File: src/hw/rtl/fm_patch_dedup_tracker_unit_defines.svh
// assertion macros for the patch dedup tracker
`ifndef FM_PATCH_DEDUP_TRACKER_UNIT_DEFINES_SVH
`define FM_PATCH_DEDUP_TRACKER_UNIT_DEFINES_SVH
`define FPD_ASSERT_IMPL(label, clk, rst_n, ante, cons, msg) \
	label: assert property (@(posedge clk) disable iff (!rst_n) (ante) |-> (cons)) \
		else $error(msg);
`define FPD_ASSERT_NEXT(label, clk, rst_n, ante, cons, msg) \
	label: assert property (@(posedge clk) disable iff (!rst_n) (ante) |=> (cons)) \
		else $error(msg);
`endif

File: src/hw/rtl/fpd_pkg.sv
// shared types and constants for the patch dedup tracker
package fpd_pkg;
	localparam int TONE_CAPACITY = 256;
	localparam int TIDX_W = $clog2(TONE_CAPACITY);
	localparam int CNT_W = $clog2(TONE_CAPACITY + 1);
	localparam int NUM_CHANS = 6;
	localparam int OP_BITS = 44 * 7;
	localparam int PATCH_BITS = OP_BITS + 2 * 7;
	localparam logic [7:0] KEY_ON_ADDR = 8'h28;
	localparam logic [5:0] LAST_PARAM = 6'd45;

	typedef enum logic [1:0] {
		KIND_NEW = 2'd0,
		KIND_MATCH = 2'd1,
		KIND_FULL = 2'd2
	} kind_t;

	typedef enum logic [1:0] {
		ST_IDLE,
		ST_SEARCH,
		ST_EMIT
	} back_state_t;

	// job handed from front to back
	typedef struct packed {
		logic [2:0] chan;
		logic [PATCH_BITS-1:0] patch;
	} job_t;

	typedef struct packed {
		logic [1:0] kind;
		logic [2:0] channel;
		logic [7:0] tone_index;
		logic [5:0] param_index;
		logic [6:0] param_value;
		logic last;
	} result_t;

	function automatic logic [1:0] op_slot(input logic [1:0] a);
		case (a)
			2'd0: op_slot = 2'd0;
			2'd1: op_slot = 2'd2;
			2'd2: op_slot = 2'd1;
			default: op_slot = 2'd3;
		endcase
	endfunction
endpackage

File: src/hw/rtl/fpd_queue.sv
// two-entry job queue between front and back
module fpd_queue import fpd_pkg::*; (
	input logic clk,
	input logic arst_n,
	input logic wr_valid,
	output logic wr_ready,
	input job_t wr_job,
	output logic rd_valid,
	input logic rd_ready,
	output job_t rd_job
);
	job_t mem_q [2];
	logic wp_q, rp_q;
	logic [1:0] cnt_q;
	logic wr_en, rd_en;

	assign wr_ready = (cnt_q != 2'd2);
	assign rd_valid = (cnt_q != 2'd0);
	assign rd_job = mem_q[rp_q];
	assign wr_en = wr_valid && wr_ready;
	assign rd_en = rd_valid && rd_ready;

	always_ff @(posedge clk) begin
		if (wr_en) begin
			mem_q[wp_q] <= wr_job;
		end
	end

	always_ff @(posedge clk or negedge arst_n) begin
		if (!arst_n) begin
			wp_q <= 1'b0;
			rp_q <= 1'b0;
			cnt_q <= '0;
		end else begin
			if (wr_en) wp_q <= !wp_q;
			if (rd_en) rp_q <= !rp_q;
			cnt_q <= cnt_q + {1'b0, wr_en} - {1'b0, rd_en};
		end
	end
endmodule

File: config.mk
export PLATFORM = sky130hd
export DESIGN_NAME = fpd_queue
export DESIGN_NICKNAME = d
export VERILOG_FILES = /design/src/hw/rtl/fm_patch_dedup_tracker_unit_defines.svh /design/src/hw/rtl/fpd_pkg.sv /design/src/hw/rtl/fpd_queue.sv
export SDC_FILE = /design/constraint.sdc
export NUM_CORES = 1
export LEC_CHECK = 0
export BUFFER_PORTS_ARGS = -buffer_cell sky130_fd_sc_hd__buf_2
export CAP_MARGIN = 20
export CORE_AREA = 2 2 259 261
export DETAILED_ROUTE_END_ITERATION = 8
export DIE_AREA = 0 0 261 263
export PLACE_DENSITY_LB_ADDON = 0.08
export SYNTH_ARGS = -nofsm -noshare
export SYNTH_HDL_FRONTEND = slang
export SYNTH_SLANG_ARGS = --single-unit
export TNS_END_PERCENT = 20
File: constraint.sdc
create_clock -name clk -period 21.7 [get_ports clk]
set_clock_uncertainty 0.15 [all_clocks]
set_input_delay 1.085 -clock clk [delete_from_list [all_inputs] [get_ports clk]]
set_output_delay 1.085 -clock clk [all_outputs]
set_load 0.005 [all_outputs]
==> results by group <==
Run status
  – Status: finished, final reports clean

Timing
  – Max Transition Viols Final: 0
  – Final setup fails: 0
  – Slew headroom: 29.82%
  – RSZ-0062 raised after global routing: false
  – Final period util: 23.58%
  – Hold Vio Cnt, Final: 0
  – Max Fclk: 195.4 MHz
  – Min Clock Period, post-route: 5.116 ns
  – Setup TNS: 0 ns
  – Least-Margin Pin Slew: 1.053 ns

Setup path
  – Reg-to-reg endpoint: mem_q[1][197]
  – Crit. End Element: primary output
  – CP Launch Point: rp_q
  – Worst path required time: 20.47 ns
  – Most common cell on crit path: buf_4
  – Critical path destination: rd_job[264]
  – WP depth: 4
  – CP max-delay cell: dfrtp_4
  – CP arrival: 3.88 ns
  – Critical path class: flip-flop to primary output
  – Worst path cell trace: buf_4 -> buf_4 -> mux2_4 -> buf_2
  – CP top delay family: buffers and inverters
  – Reg2reg start: cnt_q[0]
  – Buf/Inv on CP: 3
  – Max FO, Critical Path: 66
  – Critical Path Start Type: flip-flop
  – CP peak stage delay: 1.01 ns
  – R2r setup slk: 17.56 ns
  – Worst r2r path cells: 5

Power and ir drop
  – Total power: 4.117 mW
  – Pwr Density: 134.5 mW/mm^2
  – P_int: 2.938 mW
  – Peak VDD IR: 0.08695 mV
  – Leak pwr: 11.71 nW
  – Power share of the sequential group: 44.2%
  – Logic gate share of total power: 29.2%
  – Switching share of power: 28.64%
  – Clock power frac: 26.7%
  – Net Switching: 1.179 mW

Place
  – DPL Wire Length: 45460 um
  – Routability congestion estimate: 0.7876
  – I/O Buffers: 655
  – Post-DP Area: 0.02841 mm^2

Route
  – Met1 WL: 22530 um
  – WL final: 63790 um
  – Drt pass-1 iters: 4
  – DRC Markers: 0
  – Uppermost layer routed: met5
  – Met3 WL: 5580 um
  – Mean number of vias per cell: 4.663
  – Routed vias: 12465
  – Number of DRC markers in iteration 0: 611
  – Drt wl/cell: 23.86 um
  – DRT antenna net count: 0
  – Met2 routed wirelength: 33780 um

CTS
  – CTS Hold Bufs: 0
  – TritonCTS clock tree: yes
  – Number of setup buffers added after CTS: 0
  – Clk buf depth: 3
  – Post-CTS resize count: 0
  – H-tree levels: 3
  – CTS buffer count: 72
  – Clk root buf: clkbuf_16
  – Clock-pin slew on the worst setup and hold paths: 0.05 ns
  – Worst skew pair latency: 0.58 ns
  – CTS Sinks: 654

Floorplan
  – Die area: 0.06864 mm^2
  – IO Pins: 656
  – Vert. Die Dim: 263 um
  – Core ar.: 0.06563 mm^2
  – Number of core rows: 94
  – Die X-Extent: 261 um
  – Initial core utilization: 36.89%

GRT
  – First-pass GRT wire length: 88650 um
  – GRT Util Overall: 17.96%
  – Vias in the first global route: 13194
  – Total grt overflow: 0
  – Pin count of the biggest net entering global routing: 78
  – Initial antenna violation count: 31

Yosys
  – Ys Warns: 0
  – Post-synth top cells: 650 x edfxtp_1, 185 x mux2_2, 140 x mux2_4
  – Number of enable flip-flop cells after synthesis: 650
  – Register area share after synthesis: 81.04%
  – Avg Synthesized Cell Area: 23.43 um^2
  – Synthesized cell area: 0.02421 mm^2
  – Largest area contributor in the netlist: edfxtp_1
  – Yosys cell types: 20
  – Mapped Nets: 1363
  – Top_reg_cell synth: edfxtp_1
  – Cell with the most instances after synthesis: edfxtp_1
  – Seq cells post-synth: 654
  – Synth top area cells: edfxtp_1 81%, mux2_4 8.7%, mux2_2 8.6%, buf_6 0.74%, dfrtp_1 0.41%
  – Yosys top cell area share: 80.63%
  – Ys async rst share: 0.6116%
  – Post-Synthesis Cells: 1033

Layout
  – Nets: 2073
  – Layout cells sized above 1: 60.62%
  – Layout area overhead: 26.46%
  – Final standard cell area without fillers: 0.03061 mm^2

Hold path
  – Min-delay worst type: input pin to asynchronous set/reset pin

Run
  – Total of max-cap violations: 0
[sequential cells by signal (all words and copies together) (netlist names)]
name	count
cnt_q	2
wp_q	1
mem_q	650
rp_q	1
[worst min-delay path by stage]
stage / start / to / cells after the start
floorplan: wp_q / wp_q / 1
global placement: wp_q / wp_q / 1
detailed placement: wp_q / wp_q / 1
CTS: arst_n / rp_q / 1
global route: arst_n / rp_q / 1
finish: arst_n / rp_q / 1
[cells in the final DEF, fill, tap and decap left out, types with 2 or more instances in the layout]
| cell type | netlist | routed |
|---|---|---|
| clkinv_8 | 0 | 3 |
| buf_2 | 19 | 655 |
| clkinv_1 | 0 | 22 |
| clkbuf_1 | 0 | 17 |
| buf_16 | 0 | 2 |
| mux2_4 | 140 | 140 |
| diode_2 | 0 | 16 |
| buf_4 | 1 | 15 |
| dfrtp_1 | 4 | 3 |
| edfxtp_1 | 650 | 650 |
| mux2_2 | 185 | 185 |
| nand2_1 | 2 | 2 |
| clkbuf_16 | 0 | 74 |
| clkinv_2 | 0 | 6 |
| xnor2_1 | 3 | 3 |
| nor2_1 | 3 | 2 |
[metrics by stage]
step,instances,util (%),worst slack (ns),hold slack [ns]
CTS,2655,46.50,16.22,0.1115
global route,2666,46.62,16.30,0.1204
finish,2673,46.65,16.58,0.1498
detailed placement,2531,43.29,16.83,0.3936
floorplan,1033,-,5.920,0.3102
global placement,2531,43.29,16.82,0.3996
[worst reg2reg max path, cell delays in order (launching register included)]
cell	delay, ns
dfrtp_1	0.42
nand2b_1	0.18
and3_4	0.60
buf_4	0.64
buf_4	0.80
buf_4	0.90
[layer usage]
metal,global-route usage (%),vias to the layer above
met2,32.41,420
met1,18.99,6306
met5,0,-
met4,6.434,30
li1,-,5593
met3,6.672,116
[power by group through the flow]
stage	clock network (mW)	logic, mW	registers, mW
2_1_floorplan	0	0.730	1.94
3_3_place_gp	0	1.23	1.84
3_5_place_dp	0	1.23	1.85
4_1_cts	1.14	1.23	1.83
5_1_grt	1.18	1.29	1.84
6_report	1.10	1.20	1.82
[kinds of logic (layout without fill, tap and decap cells)]
family | Yosys count | in the layout | share of synthesized area (%)
compound gates | 3 | 3 | 0.09819
xor+xnor | 3 | 3 | 0.1086
fa+ha+maj | 1 | 1 | 0.05168
buf+inv | 36 | 796 | 1.168
flops | 654 | 654 | 81.04
mux | 325 | 325 | 17.29
other cells | 0 | 16 | 0
simple gates | 11 | 11 | 0.2430
[final cells by class]
cell class              count  area [um^2]
fillers                  5764        35010
flip-flops and latches    654        19620
multi-input cells         343         4319
repair buffers            672         3446
clock buffers              91         1916
well taps                 864         1081
clock inverters            33        190.2
diodes                     16        40.04
No activity file was read; power rests on OpenSTA's default activity.
